$ cat config.mk
export PLATFORM = sky130hd
export DESIGN_NAME = png_chunk_extractor
export DESIGN_NICKNAME = d
export VERILOG_FILES = /design/src/pce_pkg.sv /design/src/pce_parser.sv /design/src/png_chunk_extractor.sv
export VERILOG_INCLUDE_DIRS = /design/src /design/src/src
export SDC_FILE = /design/constraint.sdc
export NUM_CORES = 1
export LEC_CHECK = 0
export BUFFER_PORTS_ARGS = -buffer_cell sky130_fd_sc_hd__buf_2
export CORE_AREA = 2 2 144 202
export DETAILED_ROUTE_END_ITERATION = 10
export DIE_AREA = 0 0 146 204
export MAX_ROUTING_LAYER = met4
export PLACE_DENSITY = 0.85
export REMOVE_ABC_BUFFERS = 1
export SYNTH_ARGS = -nofsm -noshare
export SYNTH_HDL_FRONTEND = slang
export SYNTH_SLANG_ARGS = --single-unit
$ cat constraint.sdc
create_clock -name clk_i -period 7.05 [get_ports clk_i]
set_clock_uncertainty 0.2 [all_clocks]
set_input_delay 1.41 -clock clk_i [delete_from_list [all_inputs] [get_ports clk_i]]
set_output_delay 1.41 -clock clk_i [all_outputs]
set_load 0.005 [all_outputs]
$ cat src/png_chunk_extractor_macros.svh
// Assertion macros shared by the PNG chunk extractor RTL.
// No dependencies; included by the files that carry concurrent checks.
`ifndef PNG_CHUNK_EXTRACTOR_MACROS_SVH
`define PNG_CHUNK_EXTRACTOR_MACROS_SVH

`ifndef ASSERT_OFF
// Property must hold at every clock edge outside reset.
`define PCE_ASSERT(lbl, clk, rst_n, prop) \
  lbl: assert property (@(posedge clk) disable iff (!rst_n) (prop)) \
    else $error("%m: check failed");
// Condition must never be true outside reset.
`define PCE_ASSERT_NEVER(lbl, clk, rst_n, cond) \
  lbl: assert property (@(posedge clk) disable iff (!rst_n) !(cond)) \
    else $error("%m: forbidden condition seen");
`else
`define PCE_ASSERT(lbl, clk, rst_n, prop)
`define PCE_ASSERT_NEVER(lbl, clk, rst_n, cond)
`endif

`endif

$ cat src/pce_pkg.sv
// Types, constants and the byte-wide CRC-32 function for the PNG chunk extractor.
// No dependencies; imported by pce_parser and png_chunk_extractor.
package pce_pkg;

  // CRC-32 (reflected) and PNG framing constants.
  localparam logic [31:0] CRC_POLY       = 32'hedb8_8320;
  localparam logic [31:0] ALL_ONES       = 32'hffff_ffff;
  localparam logic [31:0] IEND_TYPE      = 32'h4945_4e44;
  localparam logic [33:0] CHUNK_OVERHEAD = 34'd12;

  localparam logic [7:0] PNG_SIG [8] = '{8'h89, 8'h50, 8'h4e, 8'h47,
                                         8'h0d, 8'h0a, 8'h1a, 8'h0a};

  // Register reset values.
  localparam logic [31:0] MATCH_TYPE_RST  = 32'h676c_4173;
  localparam logic [31:0] MAX_PAYLOAD_RST = 32'h0100_0000;

  // Register map: one 32-bit register per word, selected by paddr[2].
  localparam int unsigned APB_AW = 3;
  localparam logic REG_MATCH_TYPE  = 1'b0;
  localparam logic REG_MAX_PAYLOAD = 1'b1;

  // Result kinds.
  localparam logic KIND_DATA   = 1'b0;
  localparam logic KIND_STATUS = 1'b1;

  typedef enum logic [2:0] {
    PH_SIG   = 3'd0,
    PH_LEN   = 3'd1,
    PH_TYPE  = 3'd2,
    PH_DATA  = 3'd3,
    PH_CRC   = 3'd4,
    PH_AFTER = 3'd5
  } phase_e;

  typedef enum logic [3:0] {
    ST_OK        = 4'd0,
    ST_NOT_PNG   = 4'd1,
    ST_TRUNCATED = 4'd2,
    ST_PAST_END  = 4'd3,
    ST_TOO_LARGE = 4'd4,
    ST_BAD_CRC   = 4'd5,
    ST_DUPLICATE = 4'd6,
    ST_TRAILING  = 4'd7,
    ST_NO_IEND   = 4'd8
  } status_e;

  // One result produced by the parser for a processed byte.
  typedef struct packed {
    logic       valid;
    logic       kind;
    logic [7:0] data;
    status_e    status;
    logic       found;
  } pce_res_t;

  // One byte through the reflected CRC-32, LSB first.
  function automatic logic [31:0] crc32_byte(input logic [31:0] crc, input logic [7:0] b);
    logic [31:0] c;
    c = crc ^ {24'h0, b};
    for (int i = 0; i < 8; i++) begin
      c = c[0] ? ((c >> 1) ^ CRC_POLY) : (c >> 1);
    end
    return c;
  endfunction

endpackage

$ cat src/pce_parser.sv
// Chunk walker of the PNG chunk extractor: parse state, CRC and status decisions.
// Depends on pce_pkg and png_chunk_extractor_macros.svh.
`include "png_chunk_extractor_macros.svh"

module pce_parser import pce_pkg::*; (
  input  logic        clk_i,
  input  logic        rst_ni,
  input  logic        step_en_i,
  input  logic [7:0]  byte_i,
  input  logic        final_i,
  input  logic [31:0] match_type_i,
  input  logic [31:0] max_payload_i,
  output pce_res_t    res_o
);

  phase_e      phase_q, phase_d;
  logic [32:0] cnt_q, cnt_d;
  logic [31:0] len_q, len_d;
  logic [31:0] type_q, type_d;
  logic [31:0] crc_q, crc_d;
  logic [31:0] scrc_q, scrc_d;
  logic        found_q, found_d;
  logic        matched_q, matched_d;
  logic        iend_q, iend_d;
  logic        done_q, done_d;

  logic [33:0] pos;
  logic [33:0] pos_next;
  logic [33:0] total;
  logic [33:0] data_end;
  logic [31:0] type_base;
  logic [31:0] crc_base;
  logic        st_vld;
  status_e     st_code;
  logic        dat_vld;

  // Chunk positions, widened so that a full 32-bit length never wraps.
  assign pos      = {1'b0, cnt_q};
  assign pos_next = pos + 34'd1;
  assign data_end = {2'b00, len_q} + 34'd8;
  assign total    = (pos >= 34'd4) ? ({2'b00, len_q} + CHUNK_OVERHEAD) : CHUNK_OVERHEAD;
  assign type_base = (pos == 34'd4) ? 32'h0 : type_q;
  assign crc_base  = (pos == 34'd4) ? ALL_ONES : crc_q;

  // Next state and result for the byte being processed.
  always_comb begin
    phase_d   = phase_q;
    cnt_d     = cnt_q;
    len_d     = len_q;
    type_d    = type_q;
    crc_d     = crc_q;
    scrc_d    = scrc_q;
    found_d   = found_q;
    matched_d = matched_q;
    iend_d    = iend_q;
    done_d    = done_q;
    st_vld    = 1'b0;
    st_code   = ST_OK;
    dat_vld   = 1'b0;

    if (step_en_i && !done_q) begin
      if (phase_q == PH_SIG) begin
        if (byte_i != PNG_SIG[cnt_q[2:0]]) begin
          st_vld  = 1'b1;
          st_code = ST_NOT_PNG;
        end else if (cnt_q[2:0] == 3'd7) begin
          phase_d = PH_LEN;
          cnt_d   = '0;
          if (final_i) begin
            st_vld  = 1'b1;
            st_code = ST_NO_IEND;
          end
        end else begin
          cnt_d = cnt_q + 33'd1;
          if (final_i) begin
            st_vld  = 1'b1;
            st_code = ST_NOT_PNG;
          end
        end
      end else if (phase_q == PH_AFTER) begin
        st_vld  = 1'b1;
        st_code = ST_TRAILING;
      end else if (final_i && (pos_next < total)) begin
        // File ends before the chunk does.
        st_vld  = 1'b1;
        st_code = (pos_next < CHUNK_OVERHEAD) ? ST_TRUNCATED : ST_PAST_END;
      end else begin
        cnt_d = pos_next[32:0];
        if (pos < 34'd4) begin
          // Length field, big-endian.
          len_d   = {len_q[23:0], byte_i};
          phase_d = (pos == 34'd3) ? PH_TYPE : PH_LEN;
        end else if (pos < 34'd8) begin
          // Type field: starts the CRC.
          type_d = {type_base[23:0], byte_i};
          crc_d  = crc32_byte(crc_base, byte_i);
          if (pos == 34'd7) begin
            matched_d = (type_d == match_type_i);
            phase_d   = (len_q == 32'h0) ? PH_CRC : PH_DATA;
          end
        end else if (pos < data_end) begin
          // Payload byte: streamed when this is the first matched chunk in range.
          crc_d = crc32_byte(crc_q, byte_i);
          if (pos_next == data_end) begin
            phase_d = PH_CRC;
          end
          dat_vld = matched_q && !found_q && (len_q <= max_payload_i);
        end else begin
          scrc_d = {scrc_q[23:0], byte_i};
          if (pos_next >= total) begin
            // Chunk complete: check the matched chunk, then the IEND rule.
            if (matched_q && (len_q > max_payload_i)) begin
              st_vld  = 1'b1;
              st_code = ST_TOO_LARGE;
            end else if (matched_q && ((crc_q ^ ALL_ONES) != scrc_d)) begin
              st_vld  = 1'b1;
              st_code = ST_BAD_CRC;
            end else if (matched_q && found_q) begin
              st_vld  = 1'b1;
              st_code = ST_DUPLICATE;
            end else begin
              if (matched_q) begin
                found_d = 1'b1;
              end
              if (type_q == IEND_TYPE) begin
                iend_d = 1'b1;
                if (final_i) begin
                  st_vld  = 1'b1;
                  st_code = ST_OK;
                end else begin
                  phase_d = PH_AFTER;
                end
              end else if (final_i) begin
                st_vld  = 1'b1;
                st_code = ST_NO_IEND;
              end else begin
                phase_d   = PH_LEN;
                cnt_d     = '0;
                len_d     = '0;
                scrc_d    = '0;
                matched_d = 1'b0;
              end
            end
          end
        end
      end
      if (st_vld) begin
        done_d = 1'b1;
      end
    end
  end

  // Result for the output register.
  always_comb begin
    res_o        = '0;
    res_o.valid  = st_vld || dat_vld;
    res_o.kind   = st_vld ? KIND_STATUS : KIND_DATA;
    res_o.data   = dat_vld ? byte_i : 8'h00;
    res_o.status = st_vld ? st_code : ST_OK;
    res_o.found  = st_vld && found_d;
  end

  // Parse state registers.
  always_ff @(posedge clk_i or negedge rst_ni) begin
    if (!rst_ni) begin
      phase_q   <= PH_SIG;
      cnt_q     <= '0;
      len_q     <= '0;
      type_q    <= '0;
      crc_q     <= ALL_ONES;
      scrc_q    <= '0;
      found_q   <= 1'b0;
      matched_q <= 1'b0;
      iend_q    <= 1'b0;
      done_q    <= 1'b0;
    end else begin
      phase_q   <= phase_d;
      cnt_q     <= cnt_d;
      len_q     <= len_d;
      type_q    <= type_d;
      crc_q     <= crc_d;
      scrc_q    <= scrc_d;
      found_q   <= found_d;
      matched_q <= matched_d;
      iend_q    <= iend_d;
      done_q    <= done_d;
    end
  end

  // Once a status is out, the parser stays silent.
  `PCE_ASSERT_NEVER(a_quiet_after_done, clk_i, rst_ni, done_q && res_o.valid)
  // The done flag is only set by emitting a status.
  `PCE_ASSERT(a_done_from_status, clk_i, rst_ni,
              $rose(done_q) |-> $past(res_o.valid && (res_o.kind == KIND_STATUS)))
  // A passed IEND chunk is followed only by the trailing-byte check.
  `PCE_ASSERT(a_iend_after, clk_i, rst_ni, (iend_q && !done_q) |-> (phase_q == PH_AFTER))

endmodule

$ cat src/png_chunk_extractor.sv
// Top level of the PNG chunk extractor: input and output registers, APB registers.
// Depends on pce_pkg, pce_parser and png_chunk_extractor_macros.svh.
`include "png_chunk_extractor_macros.svh"

// The block takes a PNG file one byte per request, with is_final_i set on the
// last byte, and accepts one byte every cycle unless the output stalls: the
// CRC-32 update and the chunk bookkeeping are a single combinational step
// between the input register and the result register, so the sustained rate
// is one byte per clock while out_ready_i applies no back-pressure.
// Payload bytes of the chunk whose type equals match_type (kind 0) are
// streamed before that chunk's CRC is known; exactly one status request
// (kind 1) follows, either at the first error or at the end of the file, after
// which the block ignores input until reset. Write match_type (address 0) and
// max_payload (address 4) only while no request is in flight; a new value is
// used from the next byte that needs it.
module png_chunk_extractor import pce_pkg::*; (
  input  logic              clk_i,
  input  logic              rst_ni,
  // Byte input
  input  logic              in_valid_i,
  output logic              in_ready_o,
  input  logic [7:0]        in_byte_i,
  input  logic              is_final_i,
  // Result output
  output logic              out_valid_o,
  input  logic              out_ready_i,
  output logic              kind_o,
  output logic [7:0]        payload_byte_o,
  output logic [3:0]        status_o,
  output logic              found_flag_o,
  // Configuration port
  input  logic              psel,
  input  logic              penable,
  input  logic              pwrite,
  input  logic [APB_AW-1:0] paddr,
  input  logic [31:0]       pwdata,
  output logic [31:0]       prdata,
  output logic              pready
);

  logic        in_vld_q;
  logic [7:0]  in_byte_q;
  logic        in_fin_q;
  logic        out_vld_q;
  pce_res_t    res;
  pce_res_t    res_q;
  logic        out_free;
  logic        step_en;
  logic [31:0] match_type_q;
  logic [31:0] max_payload_q;

  // The output register can take a new result when empty or being drained.
  assign out_free   = !out_vld_q || out_ready_i;
  assign step_en    = in_vld_q && out_free;
  assign in_ready_o = !in_vld_q || out_free;

  // Input register.
  always_ff @(posedge clk_i or negedge rst_ni) begin
    if (!rst_ni) begin
      in_vld_q <= 1'b0;
    end else if (in_ready_o) begin
      in_vld_q <= in_valid_i;
    end
  end

  always_ff @(posedge clk_i) begin
    if (in_valid_i && in_ready_o) begin
      in_byte_q <= in_byte_i;
      in_fin_q  <= is_final_i;
    end
  end

  pce_parser u_parser (
    .clk_i         (clk_i),
    .rst_ni        (rst_ni),
    .step_en_i     (step_en),
    .byte_i        (in_byte_q),
    .final_i       (in_fin_q),
    .match_type_i  (match_type_q),
    .max_payload_i (max_payload_q),
    .res_o         (res)
  );

  // Result register.
  always_ff @(posedge clk_i or negedge rst_ni) begin
    if (!rst_ni) begin
      out_vld_q <= 1'b0;
    end else if (out_free) begin
      out_vld_q <= res.valid;
    end
  end

  always_ff @(posedge clk_i) begin
    if (out_free && res.valid) begin
      res_q <= res;
    end
  end

  assign out_valid_o    = out_vld_q;
  assign kind_o         = res_q.kind;
  assign payload_byte_o = res_q.data;
  assign status_o       = res_q.status;
  assign found_flag_o   = res_q.found;

  // Configuration registers, written in the APB access phase.
  always_ff @(posedge clk_i or negedge rst_ni) begin
    if (!rst_ni) begin
      match_type_q  <= MATCH_TYPE_RST;
      max_payload_q <= MAX_PAYLOAD_RST;
    end else if (psel && penable && pwrite) begin
      unique case (paddr[2])
        REG_MATCH_TYPE:  match_type_q  <= pwdata;
        REG_MAX_PAYLOAD: max_payload_q <= pwdata;
        default:         match_type_q  <= match_type_q;
      endcase
    end
  end

  assign prdata = (paddr[2] == REG_MAX_PAYLOAD) ? max_payload_q : match_type_q;
  assign pready = 1'b1;

  // No result follows an accepted status.
  `PCE_ASSERT(a_status_last, clk_i, rst_ni,
              (out_valid_o && out_ready_i && (kind_o == KIND_STATUS)) |=> !out_valid_o)
  // A payload request carries a clear status and found flag.
  `PCE_ASSERT(a_data_clean, clk_i, rst_ni,
              (out_valid_o && (kind_o == KIND_DATA)) |-> ((status_o == ST_OK) && !found_flag_o))
  // A byte waiting behind a stalled output stays in the input register.
  `PCE_ASSERT(a_in_hold, clk_i, rst_ni,
              (in_vld_q && !out_free) |=>
              (in_vld_q && $stable(in_byte_q) && $stable(in_fin_q)))

endmodule
## Word level (Yosys, flattened, before mapping)

Memories as Yosys holds them, arrays and structs flattened.
Cells that the tools add are included.
W data, S select, Z words.

- Muxes and demuxes: 131
- $mul: 0
- Eq/ne operators: 34
- Bitwise operators: 27
- Reduce and logical (&&, ||, !) cells: 37
- Shifts and indexed selects: 0
- Magnitude comparators: 10
- Add/sub/neg operators: 4
- Div/mod/pow operators: 0

Operator list:

| cell | count |
|---|---|
| $mux W32 | 29 |
| $mux W33 | 14 |
| $not A13 Y14 | 16 |
| $mux W24 | 7 |
| $add A32 B4 Y33 const B | 2 |
| $eq A33 B3 Y1 const B | 2 |
| $xor A32 B8 Y32 | 2 |
| $mux W4 | 14 |
| $mux W3 | 18 |
| $mux W1 | 45 |
| $add A33 B1 Y34 const B | 1 |
| $eq A34 B34 Y1 | 1 |
| $ge A34 B34 Y1 | 1 |
| $lt A33 B34 Y1 | 1 |
| $lt A34 B34 Y1 | 1 |
| $lt A34 B4 Y1 const B | 1 |
| $mux W34 | 1 |
| $add A33 B1 Y33 const B | 1 |
| $eq A33 B2 Y1 const B | 1 |
| $ge A33 B3 Y1 const B | 1 |
| $lt A33 B3 Y1 const B | 1 |
| $lt A33 B4 Y1 const B | 1 |
| $eq A32 B31 Y1 const B | 1 |
| $eq A32 B32 Y1 | 1 |
| 29 further kinds | 80 |

- RAM bits: 0
- Latch bits: 0
- Memories: 1
- Output and inout bits: 49
- Bits in registers: 248
- ROM bits: 64

Memories:

| name | words | bits a word | rd ports | clocked after memory_dff | wr ports | RTL line | text |
|---|---|---|---|---|---|---|---|
| (no name shown) | 8 | 8 | 1 | 0 | 0 | pce_parser.sv:63 | `if (byte_i != PNG_SIG[cnt_q[2:0]]) begin` |

## Logic depth before layout (Yosys ltp)

- Word-level depth: 20
- Mapped depth: 23
- Depth with buffers taken out: 21

## Hierarchy

From an unflattened synthesis, not the netlist that was laid out.

- Cell total of the unflattened synthesis: 1,933
- Area, all modules: 17,977.2 um2

By module, submodules not included:

| module | area each (um2) | times used | cells an instance |
|---|---|---|---|
| pce_parser | 14,258.7 | 1 | 1,727 |
| png_chunk_extractor | 3,718.6 | 1 | 206 |

## Least setup slack after synthesis

Ideal clock, no wire load.

- Kind: register to register
- Start: reg u_parser.len_q[3]
- End: reg res_q, in the netlist found_flag_o (enable)
- Slack: 1,918 ps
- Cell stages (with the launch flop): 21
- Setup time: 346 ps
- Data arrival time: 4,586 ps
- Clock period less this slack: 5,132 ps
- Data required time: 6,504 ps
- Cell sequence: dfrtp_1 -> inv_1 -> ha_1 -> nor3_1 -> nand3_1 -> or2_2 -> clkbuf_1 -> nor3_1 -> xor2_1 -> nand2_1 -> ha_1 -> nand4_1 -> nor4_1 -> nand4_1 -> a211oi_1 -> nor3_1 -> o311a_1 -> nor4_1 -> o21ai_0 -> nand2_1 -> nand2_1

- Word-level cells in the longest chain between the ends: 14
- Elaborated cells between the ends (all ways): 30

Ends and longest elaborated chain:

| element | RTL line | text |
|---|---|---|
| start, declared | pce_parser.sv:18 | `logic [31:0] len_q, len_d;` |
| start signal, assigned | pce_parser.sv:179 | `len_q <= len_d;` |
| $add A32 B4 Y33 or $gt A32 B32 Y1 (tied branches) | pce_parser.sv:41, pce_parser.sv:112 |  |
| $mux W34 or $logic_and A1 B1 Y1 (tied branches) | pce_parser.sv:41, pce_parser.sv:112 |  |
| $ge A34 B34 Y1 or $mux W1 (tied branches) | pce_parser.sv:110, pce_parser.sv:112 |  |
| $mux W1 | pce_parser.sv:110 | `if (pos_next >= total) begin` |
| $mux W1 | pce_parser.sv:101 | `end else if (pos < data_end) begin` |
| $mux W1 | pce_parser.sv:93 | `end else if (pos < 34'd8) begin` |
| $mux W1 | pce_parser.sv:89 | `if (pos < 34'd4) begin` |
| $mux W1 | pce_parser.sv:83 | `end else if (final_i && (pos_next < total)) begin` |
| $mux W1 | pce_parser.sv:80 | `end else if (phase_q == PH_AFTER) begin` |
| $mux W1 | pce_parser.sv:62 | `if (phase_q == PH_SIG) begin` |
| $mux W1 (2 in a row) | pce_parser.sv:61 | `if (step_en_i && !done_q) begin` |
| $logic_or A1 B1 Y1 (*) | pce_parser.sv:156 | `res_o.valid = st_vld \|\| dat_vld;` |
| $logic_and A1 B1 Y1 (*) | png_chunk_extractor.sv:94 | `if (out_free && res.valid) begin` |
| end signal, assigned | png_chunk_extractor.sv:95 | `res_q <= res;` |
| end, declared | png_chunk_extractor.sv:46 | `pce_res_t res_q;` |

Every way passes the cells marked *; elsewhere a longest branch is shown, timed or not. The select of a mux whose other input is x is not followed.
A chain may end at the register's enable or synchronous reset.

## Final worst setup path

- Start: reg u_parser.len_q[3]
- End: reg res_q, in the netlist status_o[2] (enable)

Same word-level chain as after synthesis.

==> impl_metrics.tcl <==
set metrics [dict create \
    placed_cell_area_um2 18200 \
    synth_fa_ha_area_share_pct 7.88 \
    synth_top_area_cell "dfrtp_1" \
    hold_slack_ns 0.281 \
    rr_endpoint "status_o[2]" \
    vias 14400 \
    grt_overflow 0 \
    ys_ff_latch 248 \
    initial_core_util_pct 62.0 \
    powerDensity_nw_per_um2 306 \
    post_cts_buffers 0 \
    maxCapViolCount 0 \
    detail_route.iter0.violations 1032 \
    nNetsFinal 2048 \
    run_status "finished, final reports clean" \
    worstSetupEndpointType "register" \
    syn-cell-area_um2 17500 \
    clk_pin_slew_worst_paths_ns 0.07 \
    synth.most_common_cell "nand2_1" \
    hold_viol 0 \
    root_buffer "clkbuf_16" \
    min-delay-path-class "reg -> reg" \
    finalWirelength_um 47400 \
    port_buffers 96 \
    synthSimpleGateAreaFrac_pct 17.5 \
    cts_hold_buf 0 \
    fp-row-count 73 \
    die_width_um 146 \
    min_period_over_period_pct 90.9 \
    wl_per_cell_um 20.8 \
    worst_pin_slew_ns 1.06 \
    ir_worst_vdd_mv 0.323 \
    die_area_um2 29800 \
    clock_sinks 248 \
    globalRouteTotalUtil_pct 33.0 \
    fin_util_pct 67.5 \
    worstPathRequired_ns 7.02 \
    endpoint "status_o[2]" \
    cts_tree "built" \
    critPathMaxFanout 14 \
    ff2ff_path_depth 20 \
    drv_slew 0 \
    fmax_mhz 156 \
    postCtsResizedCells 0 \
    synth_xor_area_share_pct 14.5 \
    avgSynthCellArea_um2 9.42 \
    reg2reg_slack_ns 0.64 \
    drive_gt1_share_pct 18.4 \
    yosysTopAreaCellShare_pct 25.2 \
    grt_pass1_vias 14400 \
    dp.cells 2235 \
    synth_compound_area_share_pct 11.9 \
    drc 0 \
    antennaDiodeCount 0 \
    via_per_inst 6.30 \
    grt_pass1_wl_um 76800 \
    cp-start-kind "register" \
    htree_num_levels 1 \
    core_um2 28100 \
    ys_top_cells_by_count "219 x nand2_1, 176 x dfrtp_1, 160 x xnor2_1, 115 x xor2_1, 110 x ha_1" \
    antenna_found_initial 0 \
    insertion_delay_ns 0.55 \
    drtPass1Iterations 5 \
    synthTopCellsByArea "dfrtp_1 25%, xnor2_1 8.0%, ha_1 7.9%" \
    grt_max_degree 134 \
    synthMuxAreaShare_pct 7.09 \
    leakagePower_uw 0.00820 \
    finalNonFillerCells 2280 \
    rsz0062_at_grt "no" \
    area_growth_pct 8.82 \
    synthArstFlopShare_pct 90.7 \
    gp_congestion 0.943 \
    final_cell_area_um2 19000 \
    setup_viol 0 \
    relSlewSlack_pct 29.1 \
    io_pins 100 \
    ys_types 83 \
    crit_start "u_parser.len_q[3]" \
    cts_buffers 25 \
    ant_nets 0 \
    synthCells 1853 \
    cp.arrival_ns 6.38 \
    yosysWarnings 0 \
    fp.dieH_um 204 \
    synthFlopType "dfrtp_1" \
    ys_seq_area_share_pct 36.6 \
    path_class "reg -> reg" \
    dp_hpwl_um 34700 \
    synth_top_family_by_area "simple AND/OR/NAND/NOR gates" \
    period_needed_ns 6.41 \
    worstReg2RegStart "u_parser.len_q[3]" \
    ctsLongestPathBuffers 3 \
    synth_enable_flop_cells 23 \
]
cell usage in the layout, fill, tap and decap left out, types with 23 or more instances in the layout:
| cell | count |
|---|---|
| nor4_1 | 37 |
| a21oi_1 | 45 |
| dfstp_2 | 49 |
| nor2_1 | 88 |
| xnor2_1 | 160 |
| nor3_1 | 30 |
| edfxtp_1 | 23 |
| buf_4 | 27 |
| nand3_1 | 54 |
| ha_1 | 110 |
| mux2_2 | 106 |
| clkbuf_16 | 25 |
| inv_1 | 79 |
| nand2_1 | 219 |
| buf_2 | 95 |
| o21ai_0 | 83 |
| a22o_1 | 58 |
| nand4_1 | 53 |
| xor2_1 | 115 |
| dfrtp_1 | 176 |
stage by stage:
step	TNS [ns]	total power, uW	worst slack, ns
after CTS	0	5810	0.730
after detailed placement	0	4410	0.753
after floorplan	-32.48	3760	-1.12
after global placement	0	4310	0.996
after global routing	0	6160	0.00892
final	0	5820	0.644
worst max-delay path, stage by stage, from the launching register on:
cell and delay [ns]:
dfrtp_1 0.59, ha_1 0.29, a21o_1 0.14, nand3_1 0.17
nor3_1 0.32, nand3_1 0.27, nor2_1 0.40, nand2_1 0.13
xnor2_1 0.17, nand2_1 0.09, ha_1 0.34, nand4_1 0.18
nor4_1 0.65, nand4_1 0.26, a211oi_1 0.25, nor3_1 0.15
o311a_1 0.31, nor4_1 0.31, o21ai_0 0.18, nand2_1 0.25
nand2_1 0.39
metal layers:
metal | GRT usage [%] | wire [um]
met1 | 38.4 | 18100
met5 | - | 0
met4 | 17.8 | 2920
met3 | 3.84 | 2490
met2 | 56.0 | 23900
area by class of cell:
| class | count | area (um^2) |
|---|---|---|
| clock buffer | 33 | 696 |
| clock inverter | 12 | 146 |
| fill | 2208 | 9140 |
| inverter | 79 | 297 |
| multi-input combinational | 1410 | 10300 |
| sequential | 248 | 6380 |
| tap | 375 | 469 |
| timing repair buffer | 123 | 693 |
flip-flops by register name (all words and copies together) (netlist names), 4 cells and up:
| register | cells |
|---|---|
| u_parser.scrc_q | 24 |
| u_parser.type_q | 32 |
| match_type_q | 32 |
| status_o | 4 |
| in_byte_q | 8 |
| u_parser.len_q | 32 |
| payload_byte_o | 8 |
| u_parser.cnt_q | 33 |
| max_payload_q | 32 |
| u_parser.crc_q | 32 |
cell families after synthesis:
family                     Yosys count
AOI/OAI and AO/OA                  307
muxes                              109
buffers and inverters              195
other                                1
adders and majority gates          110
and+or+nand+nor                    602
DFF                                248
xor gates and xnor gates           281
where the power goes:
part           internal, uW  total, uW  switching, uW
clock                   805       1390            581
combinational          1100       2300           1210
sequential             1780       2130            352
total                  3680       5820           2140
worst min-delay path by stage:
stage                     slack [ns]  cells after the start            endpoint               start
after floorplan                 0.24                      1     u_parser.done_q     u_parser.done_q
after global placement          0.26                      1     u_parser.done_q     u_parser.done_q
after detailed placement        0.26                      1     u_parser.done_q     u_parser.done_q
after CTS                       0.28                      1     u_parser.done_q     u_parser.done_q
after global routing            0.30                      1     u_parser.done_q     u_parser.done_q
final                           0.28                      2  u_parser.crc_q[18]  u_parser.crc_q[18]
Power figures use the tool's default switching activity.
